### src/lpht_pkg.sv
// Shared types and constants for the linear-probing hash table.
package lpht_pkg;

    localparam int NUMBER_BITS = 32;
    localparam int TAG_BITS    = 32;
    localparam int SLOT_BITS   = 4;
    localparam int COUNT_BITS  = 5;
    localparam int DIGIT_BITS  = 8;

    localparam logic REQ_INSERT = 1'b0;
    localparam logic REQ_FIND   = 1'b1;

    localparam logic [1:0] ST_INSERTED  = 2'd0;
    localparam logic [1:0] ST_FULL      = 2'd1;
    localparam logic [1:0] ST_FOUND     = 2'd2;
    localparam logic [1:0] ST_NOT_FOUND = 2'd3;

    typedef struct packed {
        logic                   req_type;
        logic [NUMBER_BITS-1:0] number;
        logic [TAG_BITS-1:0]    name_tag;
    } req_t;

    typedef struct packed {
        logic [1:0]            status;
        logic [SLOT_BITS-1:0]  slot;
        logic [COUNT_BITS-1:0] probe_count;
    } rsp_t;

endpackage

### src/linear_probe_hash_table.sv
// Top level: open-addressing hash table with linear probing and request sequencer.
//
//  channel  | handshake                    | word
//  ---------+------------------------------+------------------------------------------
//  request  | req_valid / req_ready        | req : req_t (req_type, number, name_tag)
//  response | rsp_valid / rsp_ready        | rsp : rsp_t (status, slot, probe_count)
//  config   | cfg_valid / cfg_ready (=1)   | cfg_data : replace_mode
//
//  One request at a time. The home slot comes from a shared remainder unit, reducing the
//  32-bit number a byte at a time, used a second time in replace mode for the occupant's home.
//  Find: compares one slot per cycle, with the memory read pipelined.
//  Insert: writes a free home slot directly, else probes past the occupied slots, with
//  an occupant read and rehash added in replace mode; a full table answers without hashing.
//  Reset clears the occupied flags and entry count at once; no clearing pass.
//  A response waiting on rsp_ready holds the output register; the next request is
//  still taken and stalls only when its own answer is ready.
module linear_probe_hash_table
    import lpht_pkg::*;
#(
    parameter int TABLE_SIZE = 16,
    parameter int NAME_BITS  = 32
)
(
    input  logic clk,
    input  logic rst_n,
    input  logic req_valid,
    output logic req_ready,
    input  req_t req,
    output logic rsp_valid,
    input  logic rsp_ready,
    output rsp_t rsp,
    input  logic cfg_valid,
    output logic cfg_ready,
    input  logic cfg_data
);

    localparam int IW = $clog2(TABLE_SIZE);
    localparam int CW = $clog2(TABLE_SIZE + 1);

    localparam logic [2:0] S_IDLE  = 3'd0;
    localparam logic [2:0] S_HASH  = 3'd1;
    localparam logic [2:0] S_FIND  = 3'd2;
    localparam logic [2:0] S_RDOLD = 3'd3;
    localparam logic [2:0] S_HASH2 = 3'd4;
    localparam logic [2:0] S_PROBE = 3'd5;
    localparam logic [2:0] S_FIN   = 3'd6;

    logic [2:0]             state_reg,        state_next;
    logic                   replace_mode_reg, replace_mode_next;
    logic [CW-1:0]          entry_count_reg,  entry_count_next;
    logic [NUMBER_BITS-1:0] number_reg,       number_next;
    logic [NAME_BITS-1:0]   name_reg,         name_next;
    logic                   find_reg,         find_next;
    logic [IW-1:0]          home_reg,         home_next;
    logic [NUMBER_BITS-1:0] old_number_reg,   old_number_next;
    logic [NAME_BITS-1:0]   old_name_reg,     old_name_next;
    logic [IW-1:0]          idx_reg,          idx_next;
    logic [CW-1:0]          cnt_reg,          cnt_next;
    logic                   cmp_vld_reg,      cmp_vld_next;
    logic [IW-1:0]          cmp_idx_reg,      cmp_idx_next;
    logic [CW-1:0]          cmp_n_reg,        cmp_n_next;
    logic                   repl_reg,         repl_next;
    rsp_t                   pend_reg,         pend_next;
    rsp_t                   rsp_reg,          rsp_next;
    logic                   rsp_valid_reg,    rsp_valid_next;

    logic                   mod_start;
    logic [NUMBER_BITS-1:0] mod_operand;
    logic                   mod_done;
    logic [IW-1:0]          mod_result;

    logic                   wr_en;
    logic [IW-1:0]          wr_addr;
    logic [NUMBER_BITS-1:0] wr_number;
    logic [NAME_BITS-1:0]   wr_name;
    logic                   rd_en;
    logic [IW-1:0]          rd_addr;
    logic [NUMBER_BITS-1:0] rd_number;
    logic [NAME_BITS-1:0]   rd_name;
    logic [IW-1:0]          occ_addr;
    logic                   occ_bit;
    logic                   match;

    function automatic logic [IW-1:0] next_slot(input logic [IW-1:0] s);
        next_slot = (s == IW'(TABLE_SIZE - 1)) ? '0 : s + 1'b1;
    endfunction

    lpht_mod #(
        .TABLE_SIZE (TABLE_SIZE)
    ) u_mod (
        .clk     (clk),
        .rst_n   (rst_n),
        .start   (mod_start),
        .operand (mod_operand),
        .done    (mod_done),
        .result  (mod_result)
    );

    lpht_store #(
        .TABLE_SIZE (TABLE_SIZE),
        .NAME_BITS  (NAME_BITS)
    ) u_store (
        .clk       (clk),
        .rst_n     (rst_n),
        .wr_en     (wr_en),
        .wr_addr   (wr_addr),
        .wr_number (wr_number),
        .wr_name   (wr_name),
        .rd_en     (rd_en),
        .rd_addr   (rd_addr),
        .rd_number (rd_number),
        .rd_name   (rd_name),
        .occ_addr  (occ_addr),
        .occ_bit   (occ_bit)
    );

    assign req_ready   = (state_reg == S_IDLE);
    assign cfg_ready   = 1'b1;
    assign rsp_valid   = rsp_valid_reg;
    assign rsp         = rsp_reg;
    assign mod_operand = (state_reg == S_IDLE) ? req.number : rd_number;
    assign match       = cmp_vld_reg && occ_bit && (rd_name == name_reg);

    always_comb
    begin
        state_next        = state_reg;
        replace_mode_next = replace_mode_reg;
        entry_count_next  = entry_count_reg;
        number_next       = number_reg;
        name_next         = name_reg;
        find_next         = find_reg;
        home_next         = home_reg;
        old_number_next   = old_number_reg;
        old_name_next     = old_name_reg;
        idx_next          = idx_reg;
        cnt_next          = cnt_reg;
        cmp_vld_next      = cmp_vld_reg;
        cmp_idx_next      = cmp_idx_reg;
        cmp_n_next        = cmp_n_reg;
        repl_next         = repl_reg;
        pend_next         = pend_reg;
        rsp_next          = rsp_reg;
        rsp_valid_next    = rsp_valid_reg;
        mod_start         = 1'b0;
        wr_en             = 1'b0;
        wr_addr           = home_reg;
        wr_number         = number_reg;
        wr_name           = name_reg;
        rd_en             = 1'b0;
        rd_addr           = idx_reg;
        occ_addr          = idx_reg;

        if (cfg_valid)
        begin
            replace_mode_next = cfg_data;
        end

        if (rsp_valid_reg && rsp_ready)
        begin
            rsp_valid_next = 1'b0;
        end

        unique case (state_reg)
            S_IDLE:
            begin
                if (req_valid)
                begin
                    number_next = req.number;
                    name_next   = NAME_BITS'(req.name_tag);
                    find_next   = (req.req_type == REQ_FIND);
                    if (req.req_type == REQ_INSERT && entry_count_reg == CW'(TABLE_SIZE))
                    begin
                        pend_next  = '{status: ST_FULL, slot: '0, probe_count: '0};
                        state_next = S_FIN;
                    end
                    else
                    begin
                        mod_start  = 1'b1;
                        state_next = S_HASH;
                    end
                end
            end

            S_HASH:
            begin
                occ_addr = mod_result;
                if (mod_done)
                begin
                    home_next    = mod_result;
                    idx_next     = mod_result;
                    cnt_next     = '0;
                    cmp_vld_next = 1'b0;
                    repl_next    = 1'b0;
                    if (find_reg)
                    begin
                        state_next = S_FIND;
                    end
                    else if (!occ_bit)
                    begin
                        wr_en            = 1'b1;
                        wr_addr          = mod_result;
                        entry_count_next = entry_count_reg + 1'b1;
                        pend_next        = '{status: ST_INSERTED,
                                             slot: SLOT_BITS'(mod_result),
                                             probe_count: '0};
                        state_next       = S_FIN;
                    end
                    else if (replace_mode_reg)
                    begin
                        rd_en      = 1'b1;
                        rd_addr    = mod_result;
                        state_next = S_RDOLD;
                    end
                    else
                    begin
                        state_next = S_PROBE;
                    end
                end
            end

            // Issue one read per cycle; compare the word returned from the previous read
            S_FIND:
            begin
                occ_addr = cmp_idx_reg;
                if (cnt_reg != CW'(TABLE_SIZE))
                begin
                    rd_en        = 1'b1;
                    rd_addr      = idx_reg;
                    cmp_vld_next = 1'b1;
                    cmp_idx_next = idx_reg;
                    cmp_n_next   = cnt_reg + 1'b1;
                    idx_next     = next_slot(idx_reg);
                    cnt_next     = cnt_reg + 1'b1;
                end
                else
                begin
                    cmp_vld_next = 1'b0;
                end
                if (match)
                begin
                    pend_next  = '{status: ST_FOUND,
                                   slot: SLOT_BITS'(cmp_idx_reg),
                                   probe_count: COUNT_BITS'(cmp_n_reg)};
                    state_next = S_FIN;
                end
                else if (cmp_vld_reg && cmp_n_reg == CW'(TABLE_SIZE))
                begin
                    pend_next  = '{status: ST_NOT_FOUND,
                                   slot: '0,
                                   probe_count: COUNT_BITS'(TABLE_SIZE)};
                    state_next = S_FIN;
                end
            end

            S_RDOLD:
            begin
                old_number_next = rd_number;
                old_name_next   = rd_name;
                mod_start       = 1'b1;
                state_next      = S_HASH2;
            end

            // Take over the home slot only from an occupant that belongs elsewhere
            S_HASH2:
            begin
                if (mod_done)
                begin
                    if (mod_result != home_reg)
                    begin
                        wr_en     = 1'b1;
                        wr_addr   = home_reg;
                        repl_next = 1'b1;
                    end
                    state_next = S_PROBE;
                end
            end

            S_PROBE:
            begin
                occ_addr = idx_reg;
                if (occ_bit && cnt_reg != CW'(TABLE_SIZE))
                begin
                    idx_next = next_slot(idx_reg);
                    cnt_next = cnt_reg + 1'b1;
                end
                else
                begin
                    wr_en            = 1'b1;
                    wr_addr          = idx_reg;
                    wr_number        = repl_reg ? old_number_reg : number_reg;
                    wr_name          = repl_reg ? old_name_reg : name_reg;
                    entry_count_next = entry_count_reg + 1'b1;
                    pend_next        = '{status: ST_INSERTED,
                                         slot: repl_reg ? SLOT_BITS'(home_reg)
                                                        : SLOT_BITS'(idx_reg),
                                         probe_count: COUNT_BITS'(cnt_reg)};
                    state_next       = S_FIN;
                end
            end

            // Hold the answer until the output register frees up
            S_FIN:
            begin
                if (!rsp_valid_reg || rsp_ready)
                begin
                    rsp_next       = pend_reg;
                    rsp_valid_next = 1'b1;
                    state_next     = S_IDLE;
                end
            end

            default:
            begin
                state_next = S_IDLE;
            end
        endcase
    end

    always_ff @(posedge clk or negedge rst_n)
    begin
        if (!rst_n)
        begin
            state_reg        <= S_IDLE;
            replace_mode_reg <= 1'b0;
            entry_count_reg  <= '0;
            find_reg         <= 1'b0;
            cmp_vld_reg      <= 1'b0;
            repl_reg         <= 1'b0;
            rsp_valid_reg    <= 1'b0;
        end
        else
        begin
            state_reg        <= state_next;
            replace_mode_reg <= replace_mode_next;
            entry_count_reg  <= entry_count_next;
            find_reg         <= find_next;
            cmp_vld_reg      <= cmp_vld_next;
            repl_reg         <= repl_next;
            rsp_valid_reg    <= rsp_valid_next;
        end
    end

    always_ff @(posedge clk)
    begin
        number_reg     <= number_next;
        name_reg       <= name_next;
        home_reg       <= home_next;
        old_number_reg <= old_number_next;
        old_name_reg   <= old_name_next;
        idx_reg        <= idx_next;
        cnt_reg        <= cnt_next;
        cmp_idx_reg    <= cmp_idx_next;
        cmp_n_reg      <= cmp_n_next;
        pend_reg       <= pend_next;
        rsp_reg        <= rsp_next;
    end

    a_count_bound: assert property (@(posedge clk) disable iff (!rst_n)
        entry_count_reg <= CW'(TABLE_SIZE))
        else $error("entry count beyond table size");

    a_no_write_when_full: assert property (@(posedge clk) disable iff (!rst_n)
        (wr_en && state_reg != S_HASH2) |-> (entry_count_reg != CW'(TABLE_SIZE)))
        else $error("slot written with table full");

    a_done_while_hashing: assert property (@(posedge clk) disable iff (!rst_n)
        mod_done |-> (state_reg == S_HASH || state_reg == S_HASH2))
        else $error("remainder unit finished outside a hash state");

    a_probe_has_room: assert property (@(posedge clk) disable iff (!rst_n)
        (state_reg == S_PROBE) |-> (cnt_reg != CW'(TABLE_SIZE)))
        else $error("probe walked the whole table");

endmodule

### src/lpht_mod.sv
// Iterative remainder unit: number mod TABLE_SIZE, one byte per cycle.
module lpht_mod
    import lpht_pkg::*;
#(
    parameter int TABLE_SIZE = 16
)
(
    input  logic                            clk,
    input  logic                            rst_n,
    input  logic                            start,
    input  logic [NUMBER_BITS-1:0]          operand,
    output logic                            done,
    output logic [$clog2(TABLE_SIZE)-1:0]   result
);

    localparam int IW    = $clog2(TABLE_SIZE);
    localparam int VW    = IW + DIGIT_BITS;
    localparam int STEPS = NUMBER_BITS / DIGIT_BITS;
    localparam int SW    = $clog2(STEPS);

    logic [NUMBER_BITS-1:0] opr_reg;
    logic [IW-1:0]          rem_reg;
    logic [SW-1:0]          step_reg;
    logic                   busy_reg;
    logic                   done_reg;
    logic [VW-1:0]          val;
    logic [IW-1:0]          rem_step;
    logic                   last_step;

    // Restoring reduction of {remainder, next byte}
    always_comb
    begin
        val = {rem_reg, opr_reg[NUMBER_BITS-1 -: DIGIT_BITS]};
        for (int k = DIGIT_BITS - 1; k >= 0; k--)
        begin
            if (val >= (VW'(TABLE_SIZE) << k))
            begin
                val = val - (VW'(TABLE_SIZE) << k);
            end
        end
        rem_step = IW'(val);
    end

    assign last_step = (step_reg == SW'(STEPS - 1));

    always_ff @(posedge clk or negedge rst_n)
    begin
        if (!rst_n)
        begin
            busy_reg <= 1'b0;
            done_reg <= 1'b0;
            step_reg <= '0;
        end
        else
        begin
            done_reg <= busy_reg && last_step;
            if (start)
            begin
                busy_reg <= 1'b1;
                step_reg <= '0;
            end
            else if (busy_reg)
            begin
                step_reg <= step_reg + 1'b1;
                if (last_step)
                begin
                    busy_reg <= 1'b0;
                end
            end
        end
    end

    always_ff @(posedge clk)
    begin
        if (start)
        begin
            opr_reg <= operand;
            rem_reg <= '0;
        end
        else if (busy_reg)
        begin
            opr_reg <= opr_reg << DIGIT_BITS;
            rem_reg <= rem_step;
        end
    end

    assign done   = done_reg;
    assign result = rem_reg;

endmodule

### src/lpht_store.sv
// Slot storage: entry memory with registered read, plus per-slot occupied flags.
module lpht_store
    import lpht_pkg::*;
#(
    parameter int TABLE_SIZE = 16,
    parameter int NAME_BITS  = 32
)
(
    input  logic                            clk,
    input  logic                            rst_n,
    input  logic                            wr_en,
    input  logic [$clog2(TABLE_SIZE)-1:0]   wr_addr,
    input  logic [NUMBER_BITS-1:0]          wr_number,
    input  logic [NAME_BITS-1:0]            wr_name,
    input  logic                            rd_en,
    input  logic [$clog2(TABLE_SIZE)-1:0]   rd_addr,
    output logic [NUMBER_BITS-1:0]          rd_number,
    output logic [NAME_BITS-1:0]            rd_name,
    input  logic [$clog2(TABLE_SIZE)-1:0]   occ_addr,
    output logic                            occ_bit
);

    logic [NUMBER_BITS-1:0] num_mem  [TABLE_SIZE];
    logic [NAME_BITS-1:0]   name_mem [TABLE_SIZE];
    logic [NUMBER_BITS-1:0] rd_number_reg;
    logic [NAME_BITS-1:0]   rd_name_reg;
    logic [TABLE_SIZE-1:0]  occ_reg;

    always_ff @(posedge clk)
    begin
        if (wr_en)
        begin
            num_mem[wr_addr]  <= wr_number;
            name_mem[wr_addr] <= wr_name;
        end
        if (rd_en)
        begin
            rd_number_reg <= num_mem[rd_addr];
            rd_name_reg   <= name_mem[rd_addr];
        end
    end

    // Slots are never freed; reset clears all flags at once
    always_ff @(posedge clk or negedge rst_n)
    begin
        if (!rst_n)
        begin
            occ_reg <= '0;
        end
        else if (wr_en)
        begin
            occ_reg[wr_addr] <= 1'b1;
        end
    end

    assign rd_number = rd_number_reg;
    assign rd_name   = rd_name_reg;
    assign occ_bit   = occ_reg[occ_addr];

endmodule
### config.mk
export PLATFORM = sky130hd
export DESIGN_NAME = linear_probe_hash_table
export DESIGN_NICKNAME = d
export VERILOG_FILES = /design/src/lpht_pkg.sv /design/src/linear_probe_hash_table.sv /design/src/lpht_mod.sv /design/src/lpht_store.sv
export SDC_FILE = /design/constraint.sdc
export NUM_CORES = 1
export LEC_CHECK = 0
export ABC_AREA = 1
export BUFFER_PORTS_ARGS = -buffer_cell sky130_fd_sc_hd__buf_2
export CAP_MARGIN = 20
export CORE_MARGIN = 2
export CORE_UTILIZATION = 40
export DETAILED_ROUTE_END_ITERATION = 8
export GPL_ROUTABILITY_DRIVEN = 0
export MAX_ROUTING_LAYER = met4
export PLACE_DENSITY = 0.6
export SLEW_MARGIN = 20
export SYNTH_ARGS = -nofsm -noshare
export SYNTH_HDL_FRONTEND = slang
export SYNTH_HIERARCHICAL = 1
export SYNTH_SLANG_ARGS = --single-unit
### constraint.sdc
create_clock -name clk -period 17.4 [get_ports clk]
set_input_delay 1.74 -clock clk [delete_from_list [all_inputs] [get_ports clk]]
set_output_delay 1.74 -clock clk [all_outputs]
set_load 0.05 [all_outputs]
==> results, run 1 <==
- After detailed routing, the number of remaining DRC violations is 0.
- The longest clock path from root to sink contains 3 buffers.
- The class of the worst hold path is flip-flop to flip-flop.
- The minimum setup slack in the final design is ~10,000 ps.
- The highest-delay cell along the critical path is buf_4.
- The design draws ~7.9 mW.
- The clock transition at the registers of the reported paths is 60 ps.
- The net count reported at finish is slightly above 4,000.
- The average footprint of a synthesized cell is roughly 11 um^2.
- The worst max-slew margin expressed relative to the limit is between 20% and 30%.
- Relative to the synthesized area, the layout overhead comes to 10.59%.
- The die is 334.2 um wide.
- The area of all placed cells without fillers is 48,240 um^2.
- The max-slew violation total from the final report is 0.
- The CTS tree is done.
- The critical path is of the flip-flop to flip-flop type.
- Along the worst path, the maximum fanout reaches 157.
- The y dimension of the die is 334.2 um.
- The routed layout has about 27,000 vias.
- The detailed placement HPWL is ~50,000 um.
- The post-CTS resize count is 0.
- The number of clock buffers inserted by TritonCTS is between 100 and 150.
- The total overflow left after global routing is 0.
- The number of warnings printed during yosys synthesis is 6.
- The die area is approximately 110,000 um^2.
- The number of buffers and inverters on the critical path is 9.
- The clock net sink count is slightly above 1,000.
- The global-route usage over all layers is about a fifth.
- The number of failing hold endpoints at the final stage is 0.
- The number of fill cells in the layout is just under 10,000.
- At the worst endpoint, the arrival time is 7540 ps.
- The part of the cycle the worst path needs is approximately 41%.
- The initial utilization of the core area, before any placement, comes to roughly 40%.
- The first detailed-routing pass took 7 iterations.
- The post-synth net total is 4,132.
- The cell area after synthesis is between 40,000 and 50,000 um^2.
- The clock tree root buffer cell is clkbuf_16.
- The total of endpoints with negative setup slack in the final report is 0.
- The run finished with clean final reports.
- In the final layout, the share of cells above drive strength 1 is 8.376%.
- STA classifies the critical path endpoint as a flip-flop.
- The final sum of negative setup slack is 0 ps.
- The maximum level of the CTS H-tree is 3.
- The number of stages on the worst setup path is 27.
- STA classifies the critical path startpoint as a flip-flop.
- The worst hold margin is between 400 and 500 ps.
- In the layout the commonest cells are nand2_1 (1,239), edfxtp_1 (972), inv_1 (696), nand3_1 (618), clkbuf_16 (107).
- The fmax is roughly 140 MHz.
- The leakage power is 20.18 nW.
- The via count of the first global-routing pass is 25,779.
- The commonest non-fill, non-tap cell in the layout is nand2_1.
- The placed instances occupy a cell area of between 40,000 and 50,000 um^2.
- The count of boundary I/O pins is 85.
- The initialized floorplan defines between 100 and 150 standard-cell rows.
- The total wirelength of the detailed-routed design is ~100,000 um.
- The cell count after synthesis is 4,055.
- After detailed routing, the average wire length per cell comes to 18.66 um.
- The first global-routing pass estimated around 160,000 um of wire.
- The number of antenna violations at the first check in global routing is 1.
- Post-CTS timing repair inserted 0 buffers for setup.
- Clock skew on the completed layout was measured at around 19 ps.
- The reported max-cap violation count is 0.
- The worst register-to-register path has a setup slack of 10,270 ps.
- The register with the most flip-flops in the final layout is u_store/name_mem.
- The largest delay contributor family on the critical path is buffers and inverters.
- Setup repair after global routing left no endpoint under its margin.
- The number of flip-flops in the largest register is 512.
- The mean number of vias per cell is 4.897.
- Power spread over the standard cell area amounts to between 150 and 200 nW/um^2.
- The delay of the slowest critical-path stage is 840 ps.
- The routed design could run at a clock period as short as 7134 ps.
- The maximum resistive drop on vdd is about 0.11 mV.
- The minimum setup slack after placement is 10,210 ps.
- The required time reported for the critical path endpoint is roughly 18,000 ps.
- Along the worst hold path, the cell count comes to 0.
- Counting cells, the worst reg-to-reg path comes to 27.
- In this run the standard cell core region covers 108,600 um^2.
- The total of buffers placed on input and output ports is 67.
- The insertion delay to the later sink of the worst-skew pair is between 600 and 700 ps.
- Entering global routing, the biggest net connects about 160 pins.
- The largest registers in the layout are u_store/name_mem: 512 flops, u_store/num_mem: 256 flops.
- The detail route stage leaves a number of antenna-violating nets equal to 0.
- After clock tree synthesis, the flow added hold-fix buffers numbering 0.
- At the pin with the least slew margin, the transition time is around 1200 ps.
- In this run, the number of DRC markers left after iteration 0 of detailed routing was 2,221.
==> worst register-to-register path, delay by kind of cell, from the launching register on <==
kind | cells | cell delay (ps)
simple gates | 16 | 2280
compound gates | 2 | 670
flops | 1 | 450
buf+inv | 9 | 3470
==> stage by stage <==
stage / instances / util (%)
floorplan: 4055 / -
global placement: 5343 / 41.31
detailed placement: 5343 / 41.31
CTS: 5530 / 44.38
global route: 5534 / 44.43
finish: 5535 / 44.44
==> layout make-up <==
class | instances | area (um^2) | share of cell area [%]
sequential | 1009 | 30090 | 62.39
multi-input combinational | 2105 | 9679 | 20.07
clock buffer | 124 | 2751 | 5.704
inverter | 707 | 2681 | 5.559
tap | 1414 | 1769 | 3.668
timing repair buffer | 111 | 678.2 | 1.406
clock inverter | 63 | 578.1 | 1.198
antenna | 2 | 5.005 | 0.01038
==> final timing paths <==
path,from,endpoint
min in group asynchronous,rst_n,u_mod/step_reg[0]$_DFFE_PN0P_
max in group asynchronous,rst_n,u_store/occ_reg[10]$_DFFE_PN0P_
worst min-delay path,pend_reg[0]$_DFFE_PP_,rsp[0]$_DFFE_PP_
worst max-delay path,state_reg[0]$_DFFE_PN0P_,u_store/rd_number[1]$_DFFE_PP_
worst max register to register,state_reg[0]$_DFFE_PN0P_,u_store/rd_number[1]$_DFFE_PP_
worst min register to register,pend_reg[0]$_DFFE_PP_,rsp[0]$_DFFE_PP_
==> per-layer routing <==
metal	global-route usage [%]	wire, um
met2	31.92	50910
met3	2.412	5410
met4	6.115	2753
met1	24.02	44180
met5	-	0
==> report_power, final <==
group          switching (mW)  total, mW  leakage (nW)  internal (mW)
clock                   0.907       2.19          1.64           1.28
sequential              0.115       3.25          9.27           3.13
combinational            1.79       2.44          9.27          0.650
Power figures use the tool's default switching activity.
==> run 2: changes to the inputs <==
--- a/config.mk
+++ b/config.mk
@@ -5,7 +5,7 @@
 export SDC_FILE = /design/constraint.sdc
 export NUM_CORES = 1
 export LEC_CHECK = 0
-export ABC_AREA = 1
+export ABC_AREA = 0
 export BUFFER_PORTS_ARGS = -buffer_cell sky130_fd_sc_hd__buf_2
 export CAP_MARGIN = 20
 export CORE_MARGIN = 2
==> constraint.sdc (replaced) <==
create_clock -name clk -period 7.1 [get_ports clk]
set_input_delay 0.71 -clock clk [delete_from_list [all_inputs] [get_ports clk]]
set_output_delay 0.71 -clock clk [all_outputs]
set_load 0.05 [all_outputs]
==> run 2 against run 1 <==
  * Combinational power grew 90%
  * Critical path type unchanged
  * Synthesized cell count shrank 54%
  * Fmax grew 23%
  * Core utilization grew 1.8 points
  * Critical endpoint is now u_store/rd_name[13]$_DFFE_PP_
  * Count of clock-buffer cells in the layout grew 3
==> results, run 2 <==
- The number of buffers and inverters on the critical path was 1 (-8).
- The residual antenna-violating net count after detailed routing is 0 (unchanged).
- The minimum setup slack after placement is 1287 ps (-8922 ps).
- The shortest period the worst path allows is 5790 ps (-1344 ps).
- The cell area after synthesis came to 39,050 um^2 (-10%).
- The class of the worst hold path is primary input to asynchronous set/reset pin.
- The flow ran to the end, and the final reports show no timing, DRC or antenna violations.
- The global-route usage over all layers is 17.91% (-1.1 points).
- STA classifies the critical path endpoint as a flip-flop.
- The maximum buffer depth of the clock tree is 3 (unchanged).
- The core region area is 96,710 um^2 (-11%).
- The minimum setup slack in the final design is 1310 ps (-8956 ps).
- The mean number of vias per cell came to 5.510 (+13%).
- The sequential cell area is 30,090 um^2 (unchanged).
- The power share of the clock group is 28.9% (+1.1 points).
- The post-CTS repair timing setup buffer count is 0 (unchanged).
- The number of flip-flops in the largest register is 512 (unchanged).
- The insertion delay to the later sink of the worst-skew pair is 690 ps (+20 ps).
- The area used by multi-input combinational logic came to 8452 um^2 (-13%).
- The total via count after detailed routing was 18,360 (-32%).
- The total inserted antenna cells is 0 (-2).
- The delay of the slowest critical-path stage is 730 ps (-110 ps).
- The maximum resistive drop on vdd was 0.2008 mV (+78%).
- The leakage power is 14.50 nW (-28%).
- The portion of total power attributed to combinational logic was 25.8% (-5.2 points).
- The final sum of negative setup slack was 0 ps (unchanged).
- The largest delay contributor family on the critical path is multiplexers.
- The horizontal die dimension is 316.4 um (-5.3%).
- The commonest non-fill, non-tap cell in the layout is edfxtp_1.
- The cell area power density is 402.8 nW/um^2 (+150%).
- The detailed-route DRC error count is 0 (unchanged).
- The clock transition at the registers of the reported paths is 60 ps (about the same).
- The clock tree root buffer cell is clkbuf_16.
- The sum of overflow across all layers after global routing was 0 (unchanged).
- The y dimension of the die is 316.4 um (-5.3%).
- The largest registers in the layout are u_store/name_mem: 512 flops, u_store/num_mem: 256 flops.
- The total iterations of the first detailed-routing run was 5 (-2).
- The total wirelength of the detailed-routed design is 86,200 um (-17%).
- The fraction of power consumed by sequential logic is 45.4% (+4.2 points).
- The average footprint of a synthesized cell came to 21.00 um^2 (+95%).
- Setup repair after global routing left no endpoint under its margin.
- The pin count of the biggest net entering global routing is 62 (-61%).
- The detailed placement HPWL was 46,360 um (-7.3%).
- The number of fill cells in the layout is 8,078 (-18%).
- From synthesis to final layout, the design area changed by 14.48%.
- The fraction of final layout cells with drive strength greater than 1 was 26.75% (+18 points).
- The slowest stage of the critical path is the mux2i_1 cell.
- The actual transition at the worst max-transition pin is 1070 ps (-99.29 ps).
- The post-synth net total is 1,936 (-53%).
- The clock net sink count is 1,009 (unchanged).
- The number of antenna violations at the first check in global routing is 3 (+2).
- The wire length per cell after detailed routing is 25.87 um (+39%).
- The critical path launch point type is a flip-flop.
- The via count of the first global-routing pass is 19,075 (-26%).
- The reported max-cap violation count is 0 (unchanged).
- The net count reported at finish came to 2,051 (-50%).
- The floorplan row count is 114 (-5.8%).
- The critical path is of the flip-flop to flip-flop type.
- The cell count after synthesis is 1,859 (-54%).
- The number of clock buffers inserted by TritonCTS is 102 (-1.9%).
- The initial DRC count is 1,993 (-10%).
- The library cells used most frequently in the layout, excluding fill and tap cells, are edfxtp_1 (972), mux4_2 (196), clkbuf_16 (103), a22oi_1 (100), buf_2 (67).
- The post-route clock skew is 47.88 ps (+29.18 ps).
- The maximum level of the CTS H-tree is 3 (unchanged).
- The die area was 100,100 um^2 (-10%).
- The required time reported for the critical path endpoint is 7530 ps (-10,280 ps).
- The arrival time reported for the critical path endpoint is 6220 ps (-1320 ps).
- The number of failing hold endpoints at the final stage is 0 (unchanged).
- The count of boundary I/O pins is 85 (unchanged).
- The post-CTS resize count was 0 (unchanged).
- The switching component of the power is 5.354 mW (+90%).
- The net switching fraction of the power was 29.74% (-6.0 points).
- The maximum fanout encountered on the critical timing path is 47 (-70%).
- The total of buffers placed on input and output ports is 67 (unchanged).
- The internal power contribution is 12.65 mW (+150%).
- The total of endpoints with negative setup slack in the final report is 0 (unchanged).
- The fmax is 172.7 MHz (+23%).
- The critical path goes through nor2_1 -> a21oi_1 -> o22ai_1 -> a21oi_1 -> mux4_2 -> mux2i_1 -> mux2i_1 -> nor2b_1 -> and3_1 -> mux2_8 -> buf_12 -> mux4_2 -> a22oi_1 -> nand2_1.
- The total of hold buffers inserted after clock tree synthesis is 0 (unchanged).
- Counting flops per register, the top entry is u_store/name_mem.
- The part of the cycle the worst path needs was 81.56% (+41 points).
- The max-slew violation total from the final report came to 0 (unchanged).
- The number of warnings printed during yosys synthesis is 6 (unchanged).
- The initial core utilization was 40.38% (+0.20 points).
- The worst max-slew margin expressed relative to the limit is 28.68% (+6.6 points).
- TritonCTS built the clock tree.
- The global-route wire length before repair came to 126,600 um (-19%).
run 2: layer usage:
layer	up-vias	GRT usage, %	share of wire [%]
li1	7840	-	-
met1	9793	24.27	43
met2	580	28.41	49
met3	147	2.721	5.6
met4	0	4.931	2.2
met5	-	-	0
run 2: per-stage QoR:
stage / area (um^2) / utilization (%) / hold slack [ps] / power [mW] / cells
after global routing: 44700 / 46.22 / 134.5 / 18.81 / 3332
after global placement: 41440 / 42.85 / 404.7 / 12.84 / 3146
after CTS: 44700 / 46.22 / 80.91 / 18.20 / 3332
after floorplan: 39060 / - / 400.3 / 11.55 / 1859
final: 44700 / 46.22 / 98.42 / 18.01 / 3332
after detailed placement: 41440 / 42.85 / 404.5 / 13.00 / 3146
run 2: area by class of cell:
| cell class | instances | share of cell area [%] |
|---|---|---|
| Clock buffer | 127 | 6.035 |
| Clock inverter | 59 | 1.262 |
| Inverter | 17 | 0.1427 |
| Multi-Input combinational cell | 719 | 18.91 |
| Sequential cell | 1009 | 67.32 |
| Tap cell | 1276 | 3.572 |
| Timing Repair Buffer | 125 | 2.760 |
run 2: final timing paths:
check	to	cells past startpoint	from	slack, ps
max in group asynchronous	u_store/occ_reg[14]$_DFFE_PN0P_	1	rst_n	6490
min in group clk	name_reg[21]$_DFFE_PP_	1	req[21]	200
worst max register to register	u_store/rd_name[13]$_DFFE_PP_	14	state_reg[2]$_DFFE_PN0P_	1310
worst min register to register	rsp[4]$_DFFE_PP_	0	pend_reg[4]$_DFFE_PP_	420
worst min-delay path	cmp_vld_reg$_DFFE_PN0P_	1	rst_n	100
worst max-delay path	u_store/rd_name[13]$_DFFE_PP_	14	state_reg[2]$_DFFE_PN0P_	1310
run 2: power groups by stage:
| stage | sequential (mW) | clock (mW) | combinational [mW] |
|---|---|---|---|
| 2_1_floorplan | 8.15 | 0 | 3.39 |
| 5_1_grt | 8.23 | 5.54 | 5.04 |
| 6_report | 8.17 | 5.20 | 4.64 |
| 4_1_cts | 8.18 | 5.31 | 4.72 |
| 3_5_place_dp | 8.30 | 0 | 4.71 |
| 3_3_place_gp | 8.27 | 0 | 4.58 |
